===== config.mk =====
export PLATFORM = sky130hd
export DESIGN_NAME = ps2mpt_jobq
export DESIGN_NICKNAME = d
export VERILOG_FILES = /design/src/rtl/ps2mpt_pkg.sv /design/src/rtl/ps2mpt_jobq.sv
export SDC_FILE = /design/constraint.sdc
export NUM_CORES = 1
export LEC_CHECK = 0
export BUFFER_PORTS_ARGS = -buffer_cell sky130_fd_sc_hd__buf_2
export CAP_MARGIN = 10
export CORE_MARGIN = 1
export CORE_UTILIZATION = 40
export DETAILED_ROUTE_END_ITERATION = 8
export PLACE_DENSITY_LB_ADDON = 0.08
export SYNTH_ARGS = -nofsm -noshare
export SYNTH_HDL_FRONTEND = slang
export SYNTH_SLANG_ARGS = --single-unit

===== constraint.sdc =====
create_clock -name clk -period 2 [get_ports clk]
set_clock_uncertainty 0.15 [all_clocks]
set_input_delay 0.1 -clock clk [delete_from_list [all_inputs] [get_ports clk]]
set_output_delay 0.1 -clock clk [all_outputs]
set_load 0.05 [all_outputs]

===== src/rtl/ps2mpt_pkg.sv =====
`default_nettype none

package ps2mpt_pkg;

    localparam int COORD_W    = 12;
    localparam int BTN_W      = 2;
    localparam int FLAG_W     = 2;
    localparam int DIV_W      = 3;
    localparam int CFG_IDX_W  = 2;
    localparam int CFG_DATA_W = 12;
    localparam int BYTE_W     = 8;
    localparam int JOBQ_DEPTH = 2;

    localparam logic [CFG_IDX_W-1:0] CFG_SCALE  = 2'd0;
    localparam logic [CFG_IDX_W-1:0] CFG_WIDTH  = 2'd1;
    localparam logic [CFG_IDX_W-1:0] CFG_HEIGHT = 2'd2;

    localparam logic FUNC_PORT = 1'b0;
    localparam logic FUNC_POP  = 1'b1;

    localparam int STAT_READY_BIT = 0;
    localparam int STAT_AUX_BIT   = 5;

    localparam logic [BYTE_W-1:0] SYNC_MASK = 8'h08;
    localparam logic [BYTE_W-1:0] OVF_MASK  = 8'hC0;

    localparam logic [DIV_W-1:0] SCALE_RESET = 3'd1;
    localparam logic [DIV_W-1:0] DIV_MIN     = 3'd1;
    localparam logic [DIV_W-1:0] DIV_MAX     = 3'd4;

    localparam int DEF_WIDTH  = 1280;
    localparam int DEF_HEIGHT = 720;
    localparam int HOME_COL   = 640;
    localparam int HOME_ROW   = 360;

    typedef struct packed {
        logic              func;
        logic [BYTE_W-1:0] port_status;
        logic [BYTE_W-1:0] data_byte;
    } cmd_t;

    typedef struct packed {
        logic               queue_empty;
        logic [COORD_W-1:0] event_x;
        logic [COORD_W-1:0] event_y;
        logic [BTN_W-1:0]   event_buttons;
        logic [FLAG_W-1:0]  event_flags;
    } evt_t;

    typedef struct packed {
        logic [COORD_W-1:0] x;
        logic [COORD_W-1:0] y;
        logic [BTN_W-1:0]   buttons;
        logic [FLAG_W-1:0]  flags;
    } ring_entry_t;

    typedef struct packed {
        logic              is_pop;
        logic [BTN_W-1:0]  buttons;
        logic [BYTE_W-1:0] dx;
        logic [BYTE_W-1:0] dy;
    } job_t;

    typedef struct packed {
        logic [DIV_W-1:0]      scale;
        logic [CFG_DATA_W-1:0] width;
        logic [CFG_DATA_W-1:0] height;
    } cfg_t;

endpackage

`default_nettype wire


===== src/rtl/ps2mpt_jobq.sv =====
`default_nettype none

module ps2mpt_jobq (
    input  wire                 clk,
    input  wire                 rst_n,
    input  wire                 push,
    input  ps2mpt_pkg::job_t    push_job,
    output logic                full,
    input  wire                 pop,
    output ps2mpt_pkg::job_t    pop_job,
    output logic                not_empty
);

    localparam int DEPTH = ps2mpt_pkg::JOBQ_DEPTH;
    localparam int PW    = $clog2(DEPTH);
    localparam int CW    = $clog2(DEPTH + 1);

    ps2mpt_pkg::job_t  slot_reg [DEPTH];
    logic [PW-1:0]     wr_ptr_reg, wr_ptr_next;
    logic [PW-1:0]     rd_ptr_reg, rd_ptr_next;
    logic [CW-1:0]     count_reg, count_next;

    assign full      = (count_reg == CW'(DEPTH));
    assign not_empty = (count_reg != '0);
    assign pop_job   = slot_reg[rd_ptr_reg];

    always_comb
    begin
        wr_ptr_next = wr_ptr_reg;
        rd_ptr_next = rd_ptr_reg;
        count_next  = count_reg;
        if (push)
        begin
            wr_ptr_next = (wr_ptr_reg == PW'(DEPTH - 1)) ? '0 : wr_ptr_reg + PW'(1);
        end
        if (pop)
        begin
            rd_ptr_next = (rd_ptr_reg == PW'(DEPTH - 1)) ? '0 : rd_ptr_reg + PW'(1);
        end
        case ({push, pop})
            2'b10:   count_next = count_reg + CW'(1);
            2'b01:   count_next = count_reg - CW'(1);
            default: count_next = count_reg;
        endcase
    end

    always_ff @(posedge clk)
    begin
        if (push)
        begin
            slot_reg[wr_ptr_reg] <= push_job;
        end
    end

    always_ff @(posedge clk or negedge rst_n)
    begin
        if (!rst_n)
        begin
            wr_ptr_reg <= '0;
            rd_ptr_reg <= '0;
            count_reg  <= '0;
        end
        else
        begin
            wr_ptr_reg <= wr_ptr_next;
            rd_ptr_reg <= rd_ptr_next;
            count_reg  <= count_next;
        end
    end

endmodule

`default_nettype wire


# --- Word level (Yosys, flattened, before mapping) ---
# Memory sizes are Yosys's and may differ from the RTL's.
# Cells that the tools add are included.
# Widths: inputs -> output; s select.
word_totals:
  regBits: 4
  ramBits: 38
  in_bits: 23
  output_inout_bits: 21
  word_cells: 18
  n_memories: 1
memory_table:
  columns: ["memory", "depth", "width", "read_ports", "rd_clocked_by_memory_dff", "wr", "line_no", "text"]
  rows:
  - ["slot_reg", 2, 19, 1, 0, 1, "ps2mpt_jobq.sv:18", "ps2mpt_pkg::job_t slot_reg [DEPTH];"]
classes:
  n_addsub: 4
  eq_ne: 3
  muxes: 5
  reduce_logical: 2
ops:
  columns: ["operator", "n"]
  rows:
  - ["$eq 2x2->1 const B", 2]
  - ["$mux 1", 4]
  - ["$pmux 2 s2", 1]
  - ["$reduce_bool 2->1", 2]
  - ["$add 1x1->1 const B", 2]
  - ["$add 2x1->2 const B", 1]
  - ["$eq 2x1->1 const B", 1]
  - ["$sub 2x1->2 const B", 1]

# --- Depth between registers and ports, before layout ---
# Gate-level depths: netlist of run 1.
logic_depth:
  ltp_word: 2
  mapped_depth: 5
  depth_no_buf: 5

# --- Worst setup path before layout of run 1 ---
# OpenSTA, ideal clock, no wires.
synth_timing:
  path_kind: "register to register"
  from: "register wr_ptr_reg"
  to: "memory slot_reg[0][0] (netlist name) (enable)"
  setup_ns: 0.395
  arrival_ns: 1.222
  required_ns: 1.455
  slack_ns: 0.233
  path_stages_with_launch: 2
  path_buffers: 0
  synth_period_minus_slack_ns: 1.767
  cell_sequence: "dfrtp_1 > nor2_1"
synth_rtl:
  columns: ["item", "line_no", "text"]
  rows:
  - ["start, declared", "ps2mpt_jobq.sv:19", "logic [PW-1:0] wr_ptr_reg, wr_ptr_next;"]
  - ["start signal, assigned", "ps2mpt_jobq.sv:65", "wr_ptr_reg <= wr_ptr_next;"]
  - ["end, declared", "ps2mpt_jobq.sv:18", null]
# Straight into the memory's write port.

==> results of run 1 <==
==> worst paths after layout <==
path,end,cells after the start
max,pop_job[4],3
min,count_reg[1],1
max reg2reg,slot_reg[1][14],2
min reg2reg,count_reg[1],1
max in group asynchronous,wr_ptr_reg,3
min in group asynchronous,count_reg[0],3
==> where the power goes <==
group	switching [W]	total, W	internal [W]
clock	0.000260	0.000499	0.000240
sequential	0.0000642	0.00124	0.00117
combinational	0.000959	0.00140	0.000445
==> metal layers <==
layer,track usage,vias up
met2,0.262,29
met1,0.128,429
met4,0.0583,0
li1,-,433
met3,0.0546,2
met5,0,-
==> critical path, stage by stage (launching register included) <==
cell	delay, ps
dfrtp_1	340
buf_4	190
mux2_2	360
buf_2	210
==> through the flow <==
step / utilization / power, W / instances / cell area (µm²)
finish: 0.591 / 0.00314 / 201 / 2180
global route: 0.591 / 0.00330 / 201 / 2180
CTS: 0.591 / 0.00318 / 201 / 2180
detailed placement: 0.506 / 0.00265 / 170 / 1870
global placement: 0.506 / 0.00263 / 170 / 1870
floorplan: - / 0.00233 / 75 / 1560
==> cells in the final DEF, fill, tap and decap left out <==
cell / Yosys / layout
nor2_2: 0 / 1
xnor2_1: 2 / 2
mux2_2: 19 / 19
nor2_1: 2 / 1
ha_1: 1 / 1
inv_1: 1 / 1
clkbuf_8: 0 / 5
buf_4: 2 / 6
clkinv_2: 0 / 1
xor2_1: 3 / 3
and2_1: 1 / 1
clkinv_1: 0 / 1
clkbuf_1: 0 / 1
buf_2: 0 / 43
dlygate4sd3_1: 0 / 23
dfrtp_1: 4 / 4
edfxtp_1: 38 / 38
or2_2: 1 / 1
and2b_2: 1 / 1
==> layout make-up <==
class	instances	area, µm²
fill	295	1510
sequential	42	1240
timing repair buffer	72	490
multi-input combinational	30	302
clock buffer	6	72.6
tap	48	60.1
clock inverter	2	8.76
inverter	1	3.75
==> logic make-up (layout without fill, tap and decap cells) <==
logic type	Yosys count	count (layout)	share of synthesized area
xor+xnor	5	5	0.0281
fa+ha+maj	1	1	0.00802
buf+inv	3	81	0.0120
flops	42	42	0.796
mux	19	19	0.137
simple gates	5	5	0.0185
==> repair_timing <==
action                    in CTS  in global routing
buffers inserted               0                  0
gates resized for setup        0                  0
hold endpoints to repair      44                  0
hold buffers                  23                  0
==> results.yml, run 1 <==
grt:
  grtUsageTotal: 0.138
  grt-ovfl-total: 0
  grt_pass1_vias: 899
  grt_antenna_before_repair: 0
  grt_pass1_wl_mm: 3.97
  grt_max_degree: 13
die:
  core_region_area_mm2: 0.00369
  initial_core_util: 0.423
  dieHeight_um: 64.4
  design.portCount: 44
  die-area_mm2: 0.00415
  die_x_um: 64.4
  fp-row-count: 22
setup_path:
  reg2reg_slack_ps: 790
  r2r-start: "wr_ptr_reg"
  critPathMaxFanout: 10
  worstSetupStartpoint: "rd_ptr_reg"
  cp.required_ps: 1750
  cp.arrival_ps: 1390
  path_class: "register to output pin"
  crit_path_end_kind: "output pin"
  cp-start-kind: "register"
yosys:
  synth_area_leader_cell: "edfxtp_1"
  synthTopCellsByCount: "38 x edfxtp_1, 19 x mux2_2, 4 x dfrtp_1"
  synth_top_area_frac: 0.732
  yosys_most_used_dff: "edfxtp_1"
  synth_area_mm2: 0.00156
  async_flop_share: 0.0952
  synth-edff-count: 38
  syn_nets: 99
  yosysUniqueCellTypes: 12
  yosys_warnings: 0
  ys_ff_latch: 42
  synth_area_leaders: "edfxtp_1 73%, mux2_2 14%, dfrtp_1 6.4%, xor2_1 1.7%, xnor2_1 1.1%"
  synth.avg_cell_area_um2: 20.8
  synthCells: 75
  yosysMostFrequentCell: "edfxtp_1"
  synth_seq_area_share: 0.796
power:
  power_density_mw_per_mm2: 1440
  peakVddDrop_mv: 0.666
  cellLeakagePower_nw: 0.860
sta:
  slew_headroom: 0.830
  finalCritPeriodShare: 0.819
  hold-worst-slack_ps: 336
  max_freq_ghz: 0.611
  finalWorstSetupSlack_ps: 363
  tightest_slew_ps: 257
  setup_viol: 0
  setup-tns-final_ps: 0
  hold_viol: 0
  drv_slew: 0
  rsz0062_at_grt: "no"
  min_period_ps: 1640
detailed_routing:
  via_per_inst: 4.44
  maxUsedRoutingLayer: "met4"
  wl_met3_um: 133
  wl_met1_um: 958
  vias: 893
  met2_length_mm: 1.44
  first_pass_iters: 3
  drc: 0
  wl_mm: 2.55
  drt_iter0_markers: 18
  final_antenna_net_count: 0
  wire_per_inst_um: 12.7
placement:
  place_congestion: 0.599
  hpwlAfterDp_mm: 1.64
  port_buffers: 43
  preCtsSetupSlack_ps: 653
layout:
  largest_reg_flops: 38
  area_growth_pct: 39.7
  antenna_cells: 0
  drive_above_1_share: 0.503
  fin_nets: 176
run:
  drv_cap: 0
cts:
  clock_latency_ps: 280
  htreeDepth: 2
  cts_buffers: 5
  ctsLongestPathBuffers: 2
  cts_tree: "yes"
  cts_root_buf: "clkbuf_8"
  clk_pin_slew_ps: 70
  cts_sinks: 42
status:
  status: "completed"
worst_hold_path:
  hp-start: "count_reg[1]"
  hp-class: "register to register"
No activity file was read; power rests on OpenSTA's default activity.
==> inputs of run 2 (changes only) <==
--- a/config.mk
+++ b/config.mk
@@ -5,6 +5,7 @@
 export SDC_FILE = /design/constraint.sdc
 export NUM_CORES = 1
 export LEC_CHECK = 0
+export ABC_AREA = 1
 export BUFFER_PORTS_ARGS = -buffer_cell sky130_fd_sc_hd__buf_2
 export CAP_MARGIN = 10
 export CORE_MARGIN = 1
==> constraint.sdc (replaced) <==
create_clock -name clk -period 1.4 [get_ports clk]
set_clock_uncertainty 0.15 [all_clocks]
set_input_delay 0.07 -clock clk [delete_from_list [all_inputs] [get_ports clk]]
set_output_delay 0.07 -clock clk [all_outputs]
set_load 0.05 [all_outputs]
==> run 2 against run 1 <==
Register-to-register slack got worse by 590 ps. Clock power grew 88%. Non-clock buffer count unchanged. Final area grew 17%. Sequential share of layout area fell by 8.3 points. Core utilization up 4.3 points. Setup slack got worse by 440 ps. Area after synthesis up 7.9%. Sequential cell count is the same. Clock-buffer cell count is 1 lower. The run now ends with negative setup slack left.
==> results.yml, run 2 <==
yosys:
  syn_nets: 147
  synthTopCellsByCount: "38 x edfxtp_1, 25 x inv_1, 15 x nand2_1"
  yosysMostFrequentCell: "edfxtp_1"
  synth_top_area_frac: 0.678
  yosys_warnings: 0
  synth_area_mm2: 0.00168
  async_flop_share: 0.0952
  synth_area_leaders: "edfxtp_1 68%, dfrtp_1 5.9%, inv_1 5.6%, o21ai_2 5.2%, nand2_2 3.7%"
  synth-edff-count: 38
  synth_area_leader_cell: "edfxtp_1"
  synth.avg_cell_area_um2: 13.7
  yosysUniqueCellTypes: 17
  synth_seq_area_share: 0.738
  ys_ff_latch: 42
  yosys_most_used_dff: "edfxtp_1"
  synthCells: 123
sta:
  hold_viol: 0
  tightest_slew_ps: 252
  drv_slew: 0
  slew_headroom: 0.833
  max_freq_ghz: 0.676
  setup_viol: 19
  finalWorstSetupSlack_ps: -79.4
  hold-worst-slack_ps: 350
  setup-tns-final_ps: -1100
  min_period_ps: 1480
  finalCritPeriodShare: 1.06
  rsz0062_at_grt: "yes"
detailed_routing:
  first_pass_iters: 4
  via_per_inst: 4.36
  drc: 0
  final_antenna_net_count: 0
  wire_per_inst_um: 11.7
  drt_iter0_markers: 48
  vias: 1085
  wl_mm: 2.91
run:
  drv_cap: 0
grt:
  grt_max_degree: 21
  grt_pass1_wl_mm: 4.46
  grt_antenna_before_repair: 0
  grt-ovfl-total: 0
  grt_pass1_vias: 1039
  grtUsageTotal: 0.144
placement:
  hpwlAfterDp_mm: 1.85
  port_buffers: 43
  place_congestion: 0.607
power:
  peakVddDrop_mv: 1.03
  cellLeakagePower_nw: 1.09
  power_density_mw_per_mm2: 2280
cts:
  ctsLongestPathBuffers: 2
  cts_buffers: 5
  htreeDepth: 2
  cts_sinks: 42
  clock_latency_ps: 280
  cts_tree: "yes"
  clk_pin_slew_ps: 80
  cts_root_buf: "clkbuf_8"
worst_hold_path:
  hp-class: "register to register"
  min_to: "count_reg[1]"
  hold_path_depth: 2
  hp-start: "count_reg[1]"
setup_path:
  reg2reg_slack_ps: 200
  cp.required_ps: 1180
  crit_path_end_kind: "output pin"
  cp-start-kind: "register"
  path_class: "register to output pin"
  r2r-start: "wr_ptr_reg"
  reg2reg_depth: 2
  cp.arrival_ps: 1260
  critPathMaxFanout: 20
  r2r_end: "slot_reg[0][9]"
die:
  fp-row-count: 23
  core_region_area_mm2: 0.00403
  dieHeight_um: 66.9
  die-area_mm2: 0.00447
  die_x_um: 66.9
  initial_core_util: 0.418
  design.portCount: 44
layout:
  drive_above_1_share: 0.452
  area_growth_pct: 51.6
  largest_reg_flops: 38
  final_util: 0.633
  antenna_cells: 0
  fin_nets: 222
  layout_common_cells: "38 x edfxtp_1, 24 x inv_1, 24 x buf_2"
  final_common_cell: "edfxtp_1"
status:
  violations: "negative setup slack"
  status: "finished with violations"
## run 2: cell types whose count changed after synthesis, sizes merged, moves of 19 or more
cell / delta
mux2: -19
nand2: +25
o21ai: +19
inv: +24
## run 2: worst max-delay path: stages, from the launching register on
cell and delay [ps]:
dfrtp_2 450, buf_12 180, o21ai_2 170, buf_6 180
## run 2: per-stage QoR
step / power, W / setup slack [ps] / instances / cell area [µm²]
final: 0.00581 / -79.4 / 249 / 2550
after global routing: 0.00610 / -122 / 249 / 2550
after CTS: 0.00585 / -94.0 / 249 / 2540
after detailed placement: 0.00438 / 146 / 217 / 2050
after global placement: 0.00434 / 163 / 217 / 2050
after floorplan: 0.00375 / -68.9 / 123 / 1710
## run 2: worst max path at each step
stage,from,end,cells after the start
floorplan,rd_ptr_reg,pop_job[7],2
global placement,rd_ptr_reg,pop_job[6],3
detailed placement,rd_ptr_reg,pop_job[6],3
CTS,rd_ptr_reg,pop_job[0],3
global route,rd_ptr_reg,pop_job[16],3
finish,rd_ptr_reg,pop_job[17],3
## run 2: metal layers
metal / vias to the layer above / share of wire / track usage / wire length [µm]
li1: 559 / - / - / -
met1: 490 / 0.39 / 0.152 / 1140
met2: 32 / 0.55 / 0.254 / 1610
met3: 4 / 0.043 / 0.0531 / 124
met4: 0 / 0.012 / 0.0612 / 34
met5: - / 0 / 0 / 0
## run 2: power by group
group          switching, W  leakage [nW]  internal [W]
Combinational       0.00195         0.629       0.00112
Clock              0.000405        0.0585      0.000534
Sequential         0.000128         0.403       0.00168
## run 2: cells by family (layout without fill, tap and decap cells)
logic type,after synthesis,count (layout),synth area share
compound gates,19,19,0.0788
xor+xnor,3,3,0.0156
fa+ha+maj,1,1,0.00743
buf+inv,29,105,0.0788
flops,42,42,0.738
simple gates,29,29,0.0818
## run 2: timing repair
| item | CTS | global route |
|---|---|---|
| buffers inserted | 1 | 0 |
| endpoints found under the hold margin | 45 | 0 |
| hold buffers | 23 | 0 |
| resized for setup | 42 | 3 |
| setup endpoints to repair | 19 | 20 |
## run 2: cell type report
cell class,instances,area (µm²)
clock buffers,5,68.8
inverters,25,93.8
well taps,50,62.6
multi-input cells,52,368
flip-flops and latches,42,1240
repair buffers,72,672
fillers,316,1480
clock inverters,3,43.8
