$ cat config.mk
export PLATFORM = sky130hd
export DESIGN_NAME = ps2mpt_front
export DESIGN_NICKNAME = d
export VERILOG_FILES = /design/src/rtl/ps2mpt_pkg.sv /design/src/rtl/ps2mpt_front.sv
export SDC_FILE = /design/constraint.sdc
export NUM_CORES = 1
export LEC_CHECK = 0
export BUFFER_PORTS_ARGS = -buffer_cell sky130_fd_sc_hd__buf_2
export CAP_MARGIN = 20
export CELL_PAD_IN_SITES_DETAIL_PLACEMENT = 2
export CELL_PAD_IN_SITES_GLOBAL_PLACEMENT = 2
export CORE_MARGIN = 2
export CORE_UTILIZATION = 28
export CTS_BUF_LIST = sky130_fd_sc_hd__clkbuf_2
export DETAILED_ROUTE_END_ITERATION = 7
export PLACE_DENSITY_LB_ADDON = 0.12
export SKIP_LAST_GASP = 1
export SYNTH_ARGS = -nofsm -noshare
export SYNTH_HDL_FRONTEND = slang
export SYNTH_SLANG_ARGS = --single-unit
$ cat constraint.sdc
create_clock -name clk -period 2.11 [get_ports clk]
set_input_delay 0.1055 -clock clk [delete_from_list [all_inputs] [get_ports clk]]
set_output_delay 0.1055 -clock clk [all_outputs]
set_load 0.05 [all_outputs]
$ cat src/rtl/ps2mpt_pkg.sv
`default_nettype none

package ps2mpt_pkg;

    localparam int COORD_W    = 12;
    localparam int BTN_W      = 2;
    localparam int FLAG_W     = 2;
    localparam int DIV_W      = 3;
    localparam int CFG_IDX_W  = 2;
    localparam int CFG_DATA_W = 12;
    localparam int BYTE_W     = 8;
    localparam int JOBQ_DEPTH = 2;

    localparam logic [CFG_IDX_W-1:0] CFG_SCALE  = 2'd0;
    localparam logic [CFG_IDX_W-1:0] CFG_WIDTH  = 2'd1;
    localparam logic [CFG_IDX_W-1:0] CFG_HEIGHT = 2'd2;

    localparam logic FUNC_PORT = 1'b0;
    localparam logic FUNC_POP  = 1'b1;

    localparam int STAT_READY_BIT = 0;
    localparam int STAT_AUX_BIT   = 5;

    localparam logic [BYTE_W-1:0] SYNC_MASK = 8'h08;
    localparam logic [BYTE_W-1:0] OVF_MASK  = 8'hC0;

    localparam logic [DIV_W-1:0] SCALE_RESET = 3'd1;
    localparam logic [DIV_W-1:0] DIV_MIN     = 3'd1;
    localparam logic [DIV_W-1:0] DIV_MAX     = 3'd4;

    localparam int DEF_WIDTH  = 1280;
    localparam int DEF_HEIGHT = 720;
    localparam int HOME_COL   = 640;
    localparam int HOME_ROW   = 360;

    typedef struct packed {
        logic              func;
        logic [BYTE_W-1:0] port_status;
        logic [BYTE_W-1:0] data_byte;
    } cmd_t;

    typedef struct packed {
        logic               queue_empty;
        logic [COORD_W-1:0] event_x;
        logic [COORD_W-1:0] event_y;
        logic [BTN_W-1:0]   event_buttons;
        logic [FLAG_W-1:0]  event_flags;
    } evt_t;

    typedef struct packed {
        logic [COORD_W-1:0] x;
        logic [COORD_W-1:0] y;
        logic [BTN_W-1:0]   buttons;
        logic [FLAG_W-1:0]  flags;
    } ring_entry_t;

    typedef struct packed {
        logic              is_pop;
        logic [BTN_W-1:0]  buttons;
        logic [BYTE_W-1:0] dx;
        logic [BYTE_W-1:0] dy;
    } job_t;

    typedef struct packed {
        logic [DIV_W-1:0]      scale;
        logic [CFG_DATA_W-1:0] width;
        logic [CFG_DATA_W-1:0] height;
    } cfg_t;

endpackage

`default_nettype wire

$ cat src/rtl/ps2mpt_front.sv
`default_nettype none

module ps2mpt_front #(
    parameter int STARTUP_DISCARD = 10
) (
    input  wire                 clk,
    input  wire                 rst_n,
    input  wire                 cmd_valid,
    input  ps2mpt_pkg::cmd_t    cmd,
    output logic                cmd_ready,
    input  wire                 full,
    output logic                push,
    output ps2mpt_pkg::job_t    push_job
);

    localparam int DW = $clog2(STARTUP_DISCARD + 2);

    localparam logic [1:0] PH_HEAD = 2'd0;
    localparam logic [1:0] PH_DX   = 2'd1;
    localparam logic [1:0] PH_DY   = 2'd2;

    logic [1:0]                        phase_reg, phase_next;
    logic [ps2mpt_pkg::BTN_W-1:0]      btn_reg, btn_next;
    logic [ps2mpt_pkg::BYTE_W-1:0]     dx_reg, dx_next;
    logic [DW-1:0]                     discard_reg, discard_next;
    logic                              take;
    logic                              byte_ok;

    assign cmd_ready = !full;
    assign take      = cmd_valid && !full;
    assign byte_ok   = cmd.port_status[ps2mpt_pkg::STAT_READY_BIT]
                    && cmd.port_status[ps2mpt_pkg::STAT_AUX_BIT];

    always_comb
    begin
        phase_next   = phase_reg;
        btn_next     = btn_reg;
        dx_next      = dx_reg;
        discard_next = discard_reg;
        push         = 1'b0;
        push_job.is_pop  = (cmd.func == ps2mpt_pkg::FUNC_POP);
        push_job.buttons = btn_reg;
        push_job.dx      = dx_reg;
        push_job.dy      = cmd.data_byte;
        if (take)
        begin
            if (cmd.func == ps2mpt_pkg::FUNC_POP)
            begin
                push = 1'b1;
            end
            else if (byte_ok)
            begin
                case (phase_reg)
                    PH_DX:
                    begin
                        dx_next    = cmd.data_byte;
                        phase_next = PH_DY;
                    end
                    PH_DY:
                    begin
                        phase_next = PH_HEAD;
                        if (discard_reg != '0)
                        begin
                            discard_next = discard_reg - DW'(1);
                        end
                        else
                        begin
                            push = 1'b1;
                        end
                    end
                    default:
                    begin
                        phase_next = PH_HEAD;
                        if (((cmd.data_byte & ps2mpt_pkg::SYNC_MASK) != '0)
                            && ((cmd.data_byte & ps2mpt_pkg::OVF_MASK) == '0))
                        begin
                            btn_next   = cmd.data_byte[ps2mpt_pkg::BTN_W-1:0];
                            phase_next = PH_DX;
                        end
                    end
                endcase
            end
        end
    end

    always_ff @(posedge clk or negedge rst_n)
    begin
        if (!rst_n)
        begin
            phase_reg   <= PH_HEAD;
            btn_reg     <= '0;
            dx_reg      <= '0;
            discard_reg <= DW'(STARTUP_DISCARD);
        end
        else
        begin
            phase_reg   <= phase_next;
            btn_reg     <= btn_next;
            dx_reg      <= dx_next;
            discard_reg <= discard_next;
        end
    end

endmodule

`default_nettype wire

Yosys cells after proc, flatten, opt, wreduce, memory -nomap -nowiden
Cells that the tools add are included.
- $add $sub $neg: 1
- equality and inequality tests: 2
- multiplexer cells: 7
- bitwise operators: 2
- reduce and logical (&&, ||, !) cells: 11
- operator list (kind ; count):
    $reduce_and 5->1 ; 2
    $logic_not 8->1 ; 1
    $mux 1 ; 6
    $pmux 2 s2 ; 1
    $reduce_and 4->1 ; 1
    $reduce_bool 4->1 ; 1
    $sub 4x1->4 const B ; 1
    $logic_and 1x1->1 ; 3
    $reduce_and 3->1 ; 1
    $eq 2x1->1 const B ; 1
    $eq 2x2->1 const B ; 1
    $not 1->1 ; 2
    $reduce_or 2->1 ; 1
    $logic_not 1->1 ; 1
- register bits: 16
- input port bits: 21
- output and inout bits: 21
- word-level logic and storage cells: 27

Logic depth before layout (Yosys ltp)
Gate-level depths: netlist of the first run.
- word-level depth: 6
- depth in mapped cells: 5
- depth with buffers taken out: 5

Worst setup path before layout of the first run
Ideal clock, no wire load.
- kind: reg-to-output
- from: register discard_reg[0]
- to: output push
- data arrival time: 1700 ps
- data required time: 2004 ps
- setup slack: 305 ps
- cell stages (with the launch flop): 6
- path buffers: 0
- path through: dfrtp_1 -> inv_1 -> ha_1 -> nor3b_1 -> a41o_2 -> and3_1
- cells in the longest elaborated chain, start to end: 6
- RTL lines (element ; line ; source):
    start: declaration ; ps2mpt_front.sv:25 ; logic [DW-1:0] discard_reg, discard_next;
    start signal: assignment ; ps2mpt_front.sv:93 ; discard_reg <= DW'(STARTUP_DISCARD);
    start signal: assignment ; ps2mpt_front.sv:100 ; discard_reg <= discard_next;
    $reduce_bool 4->1 ; ps2mpt_front.sv:62 ; if (discard_reg != '0)
    $mux 1 ; ps2mpt_front.sv:62 ;
    $mux 1 ; ps2mpt_front.sv:53 ; case (phase_reg)
    $mux 1 ; ps2mpt_front.sv:51 ; else if (byte_ok)
    $mux 1 ; ps2mpt_front.sv:47 ; if (cmd.func == ps2mpt_pkg::FUNC_POP)
    $mux 1 ; ps2mpt_front.sv:45 ; if (take)
    end: declaration ; ps2mpt_front.sv:12 ; output logic push,
No other way between the ends.

Worst setup path after layout of the first run
- from: register discard_reg[1]
- to: output push
Same word-level chain as after synthesis.

==> results of run 1 <==
[synthesized netlist by cell type]
cell type | count | area (um^2)
ha_1 | 4 | 50.05
nor2_1 | 1 | 3.750
xor2_1 | 2 | 17.52
nor4_1 | 1 | 6.260
nand4b_4 | 1 | 23.77
dfstp_2 | 2 | 52.55
nor3b_4 | 1 | 18.77
mux2_2 | 11 | 123.9
nor3_1 | 1 | 5.000
mux2i_1 | 1 | 10.01
nand2_1 | 1 | 3.750
nor4b_2 | 1 | 15.01
buf_4 | 9 | 67.56
nor4_2 | 1 | 12.51
and3_1 | 1 | 6.260
dfrtp_1 | 14 | 350.3
nor3b_1 | 1 | 7.510
o21bai_1 | 1 | 7.510
xnor2_1 | 1 | 8.760
or4b_1 | 1 | 10.01
a41o_2 | 1 | 11.26
clkbuf_4 | 1 | 7.510
inv_1 | 5 | 18.77
nand4bb_1 | 1 | 11.26
[power groups by stage]
stage,logic (W),clock network (W),registers [W]
finish,0.000416,0.000128,0.000410
global route,0.000444,0.000151,0.000423
CTS,0.000424,0.000140,0.000412
detailed placement,0.000422,0,0.000419
global placement,0.000413,0,0.000414
floorplan,0.000157,0,0.000579
[metrics by stage]
| stage | setup slack [ps] | cell area [um^2] |
|---|---|---|
| after floorplan | 304.8 | 849.6 |
| after global placement | 379.5 | 996.0 |
| after detailed placement | 337.9 | 996.0 |
| after CTS | 106.8 | 1021 |
| after global routing | 10.97 | 1021 |
| final | 149.7 | 1021 |
[metal layers]
metal | global-route usage (%) | wire [um] | share of wire [%]
met1 | 13.51 | 726 | 40
met2 | 21.11 | 1009 | 55
met5 | 0 | 0 | 0
met3 | 4.148 | 71 | 3.9
met4 | 3.896 | 20 | 1.1
[layout by cell type (no fill, tap or decap)]
cell type      count
o21bai_1           1
xnor2_1            1
mux2i_1            1
nor2_1             1
nand4bb_1          1
or4b_1             1
buf_4              1
nor4_1             1
nor3b_4            1
nor4b_2            1
ha_1               4
nor3_1             1
and3_1             1
a41o_2             1
mux2_2            11
nand4b_4           1
dlygate4sd3_1      1
inv_1              5
nor4_2             1
nor3b_1            1
nand2_1            1
xor2_1             2
clkbuf_2           3
dfrtp_1           14
dfstp_2            2
buf_2             35
[critical path: stages (launching register included)]
cell,delay (ps)
dfstp_2,560
inv_1,50
ha_1,190
nor3b_1,150
a41o_2,260
and3_1,160
buf_2,200
[layout make-up]
class	count	area [um^2]	share of cell area, %
Tap cell	31	38.79	3.799
Timing Repair Buffer	37	192.7	18.87
Multi-Input combinational cell	33	352.8	34.56
Sequential cell	16	402.9	39.46
Inverter	5	18.77	1.838
Clock buffer	3	15.01	1.471
[cell families (layout without fill, tap and decap cells)]
group,Yosys count,count (layout)
and+or+nand+nor,12,12
adders and majority gates,4,4
buffers and inverters,15,45
xor gates and xnor gates,3,3
DFF,16,16
AOI/OAI and AO/OA,2,2
muxes,12,12
[how the worst max path moves through the flow]
stage,startpoint,to,slack [ps],depth (start not counted)
2_1_floorplan,discard_reg[0],push,300,5
3_3_place_gp,discard_reg[1],discard_reg[1],380,6
3_5_place_dp,phase_reg[0],btn_reg[0],340,5
4_1_cts,discard_reg[1],push,110,6
5_1_grt,discard_reg[0],push,10,6
6_report,discard_reg[1],push,150,6
==> reports/metrics.cfg, run 1 <==
[run_status]
outcome = complete, no violations

[clock_tree]
cts-resized-gates = 0
cts_setup_buffers = 0
htree_levels = 1
cts_tree = done
cts_root_buffer = clkbuf_2
cts_buffer_depth = 2
clk_pin_slew_ps = 140
cts_sinks = 16
cts_hold_buffers = 1
clk_latency_ps = 280
numCtsBuffers = 3

[worst_setup_path]
required_ps = 2000
start_kind = register
worstPathArrival_ps = 1850
r2r_start = discard_reg[1]
r2r-end = discard_reg[1]
crit_fanout = 2
critPathKind = reg -> out
rrSetupSlack_ps = 340
reg2reg_depth = 6
worstSetupEndpointType = output pin

[grt]
grt-ovfl-total = 0
grt_pass1_wl_um = 3042
grt_pass1_vias = 619
grt_usage_pct = 12.00
grt_max_degree = 17
antenna_found_initial = 0

[yosys]
synth_top_family_by_area = multiplexers
synth-xor-area-share_pct = 3.093
yosysSeqAreaShare_pct = 47.42
synth_cells = 64
synthesis.nets = 89
syn_area_um2 = 849.6
ys_ff_latch = 16
ys_types = 24
synth-compound-area-share_pct = 2.209
synth_fa_ha_area_share_pct = 5.891
synthMuxAreaShare_pct = 15.76
yosys_warnings = 0
syn_area_per_cell_um2 = 13.27
synthSimpleGateAreaFrac_pct = 14.58

[pwr]
comb_power_share_pct = 43.6
seq_power_share_pct = 43.0
p_per_area_mw_per_mm2 = 935.1
power.share.clock_pct = 13.4
power.internal_w = 0.0005347
p_sw_w = 0.0004200
max-vdd-ir-drop_mv = 0.3651
p_leak_nw = 0.5548
total_power_w = 0.0009547
switching_share_pct = 43.99

[die]
die_h_um = 59.09
io_pins = 42
start_util_pct = 30.03
dieArea_mm2 = 0.003491
fp.coreArea_mm2 = 0.002829
fp.dieW_um = 59.09
rows = 19

[place]
hpwlAfterDp_um = 1484
numPortBuffers = 35
gp_congestion = 0.6459
place_inst = 121

[sta]
whs_ps = 55.44
finalSetupTns_ps = 0
post-route-period-util_pct = 92.90
slew_viol_final = 0
fin_worst_skew_ps = 3.783
max_freq_ghz = 0.5101
tightestPinTransition_ps = 463.1
hold_viol = 0
rsz0062_at_grt = false
setup_violations = 0
slew_headroom_pct = 69.09
post-route-min-period_ps = 1960

[worst_hold_path]
worstHoldStart = cmd[5]
worstHoldPathType = in -> reg
min_to = dx_reg[5]
min_path_cells = 2

[cells_and_area]
nNetsFinal = 121
largest_reg_flops = 8
num_antenna_cells = 0
syn2layout_area_growth_pct = 20.18
layout-drive-gt1-share_pct = 60.64
final_util_pct = 36.09
fillCellCount = 308
final_cells = 125

[routing]
ant_nets = 0
vias_per_cell = 4.680
dr_total_vias = 585
wl_um = 1828
wl_per_cell_um = 14.62
drt_iter0_drc = 5
drcViolationCount = 0
first_pass_iters = 2

[run]
max_cap_violations = 0

(Power assumes the default switching activity.)
==> inputs of run 2 (changes only) <==
--- a/config.mk
+++ b/config.mk
@@ -9,7 +9,7 @@
 export CAP_MARGIN = 20
 export CELL_PAD_IN_SITES_DETAIL_PLACEMENT = 2
 export CELL_PAD_IN_SITES_GLOBAL_PLACEMENT = 2
-export CORE_MARGIN = 2
+export CORE_MARGIN = 8
 export CORE_UTILIZATION = 28
 export CTS_BUF_LIST = sky130_fd_sc_hd__clkbuf_2
 export DETAILED_ROUTE_END_ITERATION = 7
==> run 2 against run 1 <==
  * Register-to-register slack about the same
  * Largest cell class unchanged
  * Setup slack worse by 31 ps
  * Maximum frequency down 1.5%
  * Clock power up 5%
  * Worst hold slack worse by 17 ps
  * Die area up 45%
  * Sequential power about the same
==> reports/metrics.cfg, run 2 (synthesis gave the netlist of run 1 again) <==
[run_status]
outcome = complete, no violations  ; unchanged

[worst_setup_path]
r2r-end = discard_reg[1]  ; unchanged
crit_fanout = 2  ; unchanged
worstPathArrival_ps = 1890  ; was 1850 ps
required_ps = 2000  ; about the same
start_kind = register  ; unchanged
rrSetupSlack_ps = 350  ; was 340 ps
critPathKind = reg -> out  ; unchanged
reg2reg_depth = 6  ; unchanged
worstSetupEndpointType = output pin  ; unchanged
r2r_start = discard_reg[1]  ; unchanged

[grt]
grt_max_degree = 17  ; unchanged
grt_pass1_vias = 720  ; was 619
grt_usage_pct = 8.228  ; was 12.00%
antenna_found_initial = 0  ; unchanged
grt-ovfl-total = 0  ; unchanged
grt_pass1_wl_um = 3243  ; was 3042 um

[die]
fp.dieW_um = 71.09  ; was 59.09 um
start_util_pct = 28.53  ; was 30.03%
die_h_um = 71.09  ; was 59.09 um
io_pins = 42  ; unchanged
fp.coreArea_mm2 = 0.002978  ; was 0.002829 mm^2
dieArea_mm2 = 0.005053  ; was 0.003491 mm^2
rows = 20  ; was 19

[clock_tree]
cts_buffer_depth = 2  ; unchanged
cts_root_buffer = clkbuf_2  ; unchanged
cts_sinks = 16  ; unchanged
cts-resized-gates = 0  ; unchanged
clk_latency_ps = 290  ; was 280 ps
numCtsBuffers = 3  ; unchanged
clk_pin_slew_ps = 150  ; was 140 ps
htree_levels = 1  ; unchanged
cts_tree = done  ; unchanged

[place]
postPlaceCellArea_um2 = 998.5  ; was 996.0 um^2
place_ws_ps = 346.1  ; was 337.9 ps
gp_congestion = 0.6614  ; was 0.6459
place_inst = 123  ; was 121
numPortBuffers = 35  ; unchanged
hpwlAfterDp_um = 1686  ; was 1484 um

[worst_hold_path]
worstHoldPathType = in -> reg  ; unchanged
min_path_cells = 2  ; unchanged
worstHoldStart = cmd[4]  ; was cmd[5]
min_to = dx_reg[4]  ; was dx_reg[5]

[cells_and_area]
multi_input_area_um2 = 352.8  ; unchanged
largest_reg_flops = 8  ; unchanged
fillCellCount = 323  ; was 308
nNetsFinal = 121  ; unchanged
final_common_cell = buf_2  ; unchanged
layout-drive-gt1-share_pct = 60.64  ; unchanged
stdcell_area_mm2 = 0.001023  ; was 0.001021 mm^2
final_cells = 127  ; was 125
syn2layout_area_growth_pct = 20.47  ; was 20.18%
num_antenna_cells = 0  ; unchanged
ff_latch_area_um2 = 402.9  ; unchanged
final_cell_mix = buf_2 (35), dfrtp_1 (14), mux2_2 (11)  ; unchanged

[sta]
rsz0062_at_grt = false  ; unchanged
post-route-min-period_ps = 1991  ; was 1960 ps
finalSetupTns_ps = 0  ; unchanged
max_freq_ghz = 0.5023  ; was 0.5101 GHz
slew_headroom_pct = 67.35  ; was 69.09%
post-route-period-util_pct = 94.35  ; was 92.90%
slew_viol_final = 0  ; unchanged
timing.final.ws_setup_ps = 119.1  ; was 149.7 ps
setup_violations = 0  ; unchanged
hold_viol = 0  ; unchanged
tightestPinTransition_ps = 489.3  ; was 463.1 ps
fin_worst_skew_ps = 7.501  ; was 3.783 ps
whs_ps = 38.91  ; was 55.44 ps

[pwr]
max-vdd-ir-drop_mv = 0.3997  ; was 0.3651 mV
p_leak_nw = 0.5548  ; unchanged
p_per_area_mw_per_mm2 = 941.4  ; was 935.1 mW/mm^2

[routing]
dr_total_vias = 607  ; was 585
wl_per_cell_um = 16.06  ; was 14.62 um
drcViolationCount = 0  ; unchanged
ant_nets = 0  ; unchanged
drt_iter0_drc = 18  ; was 5
first_pass_iters = 2  ; unchanged
wl_um = 2040  ; was 1828 um
vias_per_cell = 4.780  ; was 4.680

[run]
max_cap_violations = 0  ; unchanged

==> run 2: final cells by class <==
cell class | instances | share of cell area, %
Sequential cell | 16 | 39.36
Tap cell | 33 | 4.034
Timing Repair Buffer | 37 | 18.83
Inverter | 5 | 1.834
Clock buffer | 3 | 1.467
Multi-Input combinational cell | 33 | 34.47
==> run 2: repair_timing <==
| action | CTS | global route |
|---|---|---|
| hold buffers | 1 | 0 |
| endpoints found under the setup margin | 0 | 0 |
| buffers inserted | 0 | 0 |
| endpoints found under the hold margin | 16 | 0 |
==> run 2: where the power goes <==
part           internal (W)  leakage (nW)  total, W  switching, W
combinational      0.000122         0.341  0.000420      0.000298
clock             0.0000388        0.0125  0.000135     0.0000964
sequential         0.000374         0.201  0.000408     0.0000341
total              0.000535         0.555  0.000964      0.000429
==> run 2: worst max-delay path, cell delays in order, from the launching register on <==
cell and delay [ps]:
dfrtp_1 400, inv_1 80, ha_1 170, nor3b_1 310
a41o_2 230, and3_1 140, buf_2 250
==> run 2: worst max path at each step <==
stage,from,to,slack (ps),cells after the start
finish,discard_reg[0],push,120,6
global route,discard_reg[0],push,10,6
CTS,discard_reg[1],push,90,6
detailed placement,discard_reg[1],discard_reg[1],350,6
global placement,discard_reg[1],discard_reg[1],360,6
floorplan,discard_reg[0],push,300,5
==> run 2: metrics by stage <==
stage                power, W  utilization [%]
floorplan           0.0007359                -
global placement    0.0008307            33.53
detailed placement  0.0008448            33.53
CTS                 0.0009860            34.37
global route         0.001015            34.37
finish              0.0009635            34.37
==> run 2: per-layer routing <==
layer	track usage, %	share of wire (%)
met1	8.251	40
met4	4.850	2.2
met3	3.531	9.0
met5	0	0
met2	13.90	49
==> inputs of run 3 (changes only) <==
--- a/config.mk
+++ b/config.mk
@@ -10,7 +10,7 @@
 export CELL_PAD_IN_SITES_DETAIL_PLACEMENT = 2
 export CELL_PAD_IN_SITES_GLOBAL_PLACEMENT = 2
 export CORE_MARGIN = 8
-export CORE_UTILIZATION = 28
+export CORE_UTILIZATION = 31
 export CTS_BUF_LIST = sky130_fd_sc_hd__clkbuf_2
 export DETAILED_ROUTE_END_ITERATION = 7
 export PLACE_DENSITY_LB_ADDON = 0.12
==> constraint.sdc (replaced) <==
create_clock -name clk -period 2.5 [get_ports clk]
set_input_delay 0.125 -clock clk [delete_from_list [all_inputs] [get_ports clk]]
set_output_delay 0.125 -clock clk [all_outputs]
set_load 0.05 [all_outputs]
==> run 3 against run 2 <==
  * Die area shrank 7.5%
  * Largest cell class unchanged
  * Non-clock buffer count fell by 1
  * Largest power group unchanged
  * Sequential power is 15% lower
  * Global-route usage grew 1.0 points
==> reports/metrics.cfg, run 3 (synthesis gave the netlist of run 1 again) <==
[worst_setup_path]
crit_chain = inv_1, ha_1, nor3b_1, a41o_2, and3_1, buf_2  ; unchanged
critPathKind = reg -> out  ; unchanged
rrSetupSlack_ps = 780  ; was 350 ps
max_stage_delay_ps = 540  ; was 400 ps
critPathBufInv = 2  ; unchanged
start_kind = register  ; unchanged
cp_top_family = simple AND/OR/NAND/NOR gates  ; unchanged
crit_fanout = 4  ; was 2
required_ps = 2380  ; was 2000 ps
worstSetupEndpointType = output pin  ; unchanged
worstPathArrival_ps = 2170  ; was 1890 ps
slowest_stage = nor3b_1  ; was dfrtp_1

[routing]
drt_iter0_drc = 19  ; was 18
dr_total_vias = 584  ; was 607
drcViolationCount = 0  ; unchanged
vias_per_cell = 4.672  ; was 4.780
wl_um = 1944  ; was 2040 um
wl_per_cell_um = 15.55  ; was 16.06 um
ant_nets = 0  ; unchanged
first_pass_iters = 4  ; was 2

[die]
io_pins = 42  ; unchanged
dieArea_mm2 = 0.004672  ; was 0.005053 mm^2
rows = 19  ; was 20
fp.dieW_um = 68.35  ; was 71.09 um
fp.coreArea_mm2 = 0.002686  ; was 0.002978 mm^2
start_util_pct = 31.63  ; was 28.53%
die_h_um = 68.35  ; was 71.09 um

[place]
numPortBuffers = 35  ; unchanged
hpwlAfterDp_um = 1593  ; was 1686 um
place_inst = 120  ; was 123
gp_congestion = 0.7204  ; was 0.6614

[cells_and_area]
ff_latch_area_um2 = 402.9  ; unchanged
multi_input_area_um2 = 352.8  ; unchanged
layout-drive-gt1-share_pct = 59.57  ; was 60.64%
syn2layout_area_growth_pct = 19.74  ; was 20.47%
final_cell_mix = buf_2 (35), dfrtp_1 (14), mux2_2 (11)  ; unchanged
largest_reg_flops = 8  ; unchanged
num_antenna_cells = 0  ; unchanged
nNetsFinal = 120  ; was 121
final_common_cell = buf_2  ; unchanged
final_cells = 125  ; was 127
fillCellCount = 314  ; was 323

[pwr]
p_per_area_mw_per_mm2 = 800.0  ; was 941.4 mW/mm^2
p_leak_nw = 0.5510  ; was 0.5548 nW
max-vdd-ir-drop_mv = 0.3931  ; was 0.3997 mV

[clock_tree]
clk_latency_ps = 290  ; about the same
clk_pin_slew_ps = 150  ; about the same
cts_tree = done  ; unchanged
cts_root_buffer = clkbuf_2  ; unchanged
numCtsBuffers = 3  ; unchanged
cts_buffer_depth = 2  ; unchanged
htree_levels = 1  ; unchanged
cts_setup_buffers = 0  ; unchanged
cts_sinks = 16  ; unchanged

[sta]
rsz0062_at_grt = false  ; unchanged
post-route-period-util_pct = 92.00
fin_worst_skew_ps = 9.049  ; was 7.501 ps
slew_headroom_pct = 58.39  ; was 67.35%
post-route-min-period_ps = 2300
tightestPinTransition_ps = 622.8  ; was 489.3 ps
setup_violations = 0  ; unchanged
hold_viol = 0  ; unchanged
finalSetupTns_ps = 0  ; unchanged
slew_viol_final = 0  ; unchanged
max_freq_ghz = 0.4348

[run]
max_cap_violations = 0  ; unchanged

[run_status]
outcome = complete, no violations  ; unchanged

[grt]
grt-ovfl-total = 0  ; unchanged
grt_max_degree = 17  ; unchanged
grt_usage_pct = 9.252  ; was 8.228%
grt_pass1_wl_um = 3091  ; was 3243 um
grt_pass1_vias = 651  ; was 720
antenna_found_initial = 0  ; unchanged

[worst_hold_path]
worstHoldPathType = in -> reg  ; unchanged

## run 3: changes by cell type in the layout (fill, tap and decap cells not counted)
cell / change
clkinv_1: +1
buf_4: -1
## run 3: layout make-up
| type | count | share of cell area, % |
|---|---|---|
| Clock buffer | 3 | 1.476 |
| Clock inverter | 1 | 0.3690 |
| Inverter | 5 | 1.845 |
| Multi-Input combinational cell | 33 | 34.69 |
| Sequential cell | 16 | 39.61 |
| Tap cell | 31 | 3.813 |
| Timing Repair Buffer | 36 | 18.20 |
## run 3: final timing paths
path	from	end	depth (start not counted)
worst max-delay path	discard_reg[0]	push	6
worst min-delay path	cmd[5]	dx_reg[5]	2
worst max register to register	phase_reg[0]	btn_reg[1]	5
worst min register to register	discard_reg[2]	discard_reg[2]	1
max in group asynchronous	rst_n	discard_reg[3]	2
min in group asynchronous	rst_n	dx_reg[5]	2
## run 3: layer usage
metal	share of wire (%)	vias up	GRT usage, %
met5	0	-	0
met4	2.9	0	6.905
met3	10	4	4.255
met2	48	22	14.19
met1	39	286	9.808
li1	-	272	-
## run 3: timing repair
action                    CTS  global route
resized for setup           0             0
hold endpoints to repair   15             0
hold buffers                1             0
## run 3: worst register-to-register path, delay by kind of cell, from the launching register on
kind	cells	cell delay, ps
flip-flops	1	420
adder cells (fa/ha/maj)	1	280
buffers and inverters	1	70
AND/OR/NAND/NOR	2	480
multiplexers	1	390
## run 3: where the power goes
group / internal, W / switching [W]
logic: 0.000103 / 0.000251
clock network: 0.0000347 / 0.0000804
registers: 0.000316 / 0.0000292
total: 0.000453 / 0.000361
## run 3: through the flow
step / hold slack, ps / total power, W / setup slack, ps / utilization, % / area (um^2)
global placement: 64.44 / 0.0006994 / 582.6 / 36.80 / 988.4
detailed placement: 56.66 / 0.0007120 / 560.4 / 36.80 / 988.4
global route: 55.50 / 0.0008632 / 59.40 / 37.87 / 1017
CTS: 45.92 / 0.0008304 / 191.8 / 37.87 / 1017
finish: 62.37 / 0.0008138 / 200.0 / 37.87 / 1017
floorplan: -170.6 / 0.0006211 / 675.3 / - / 849.6
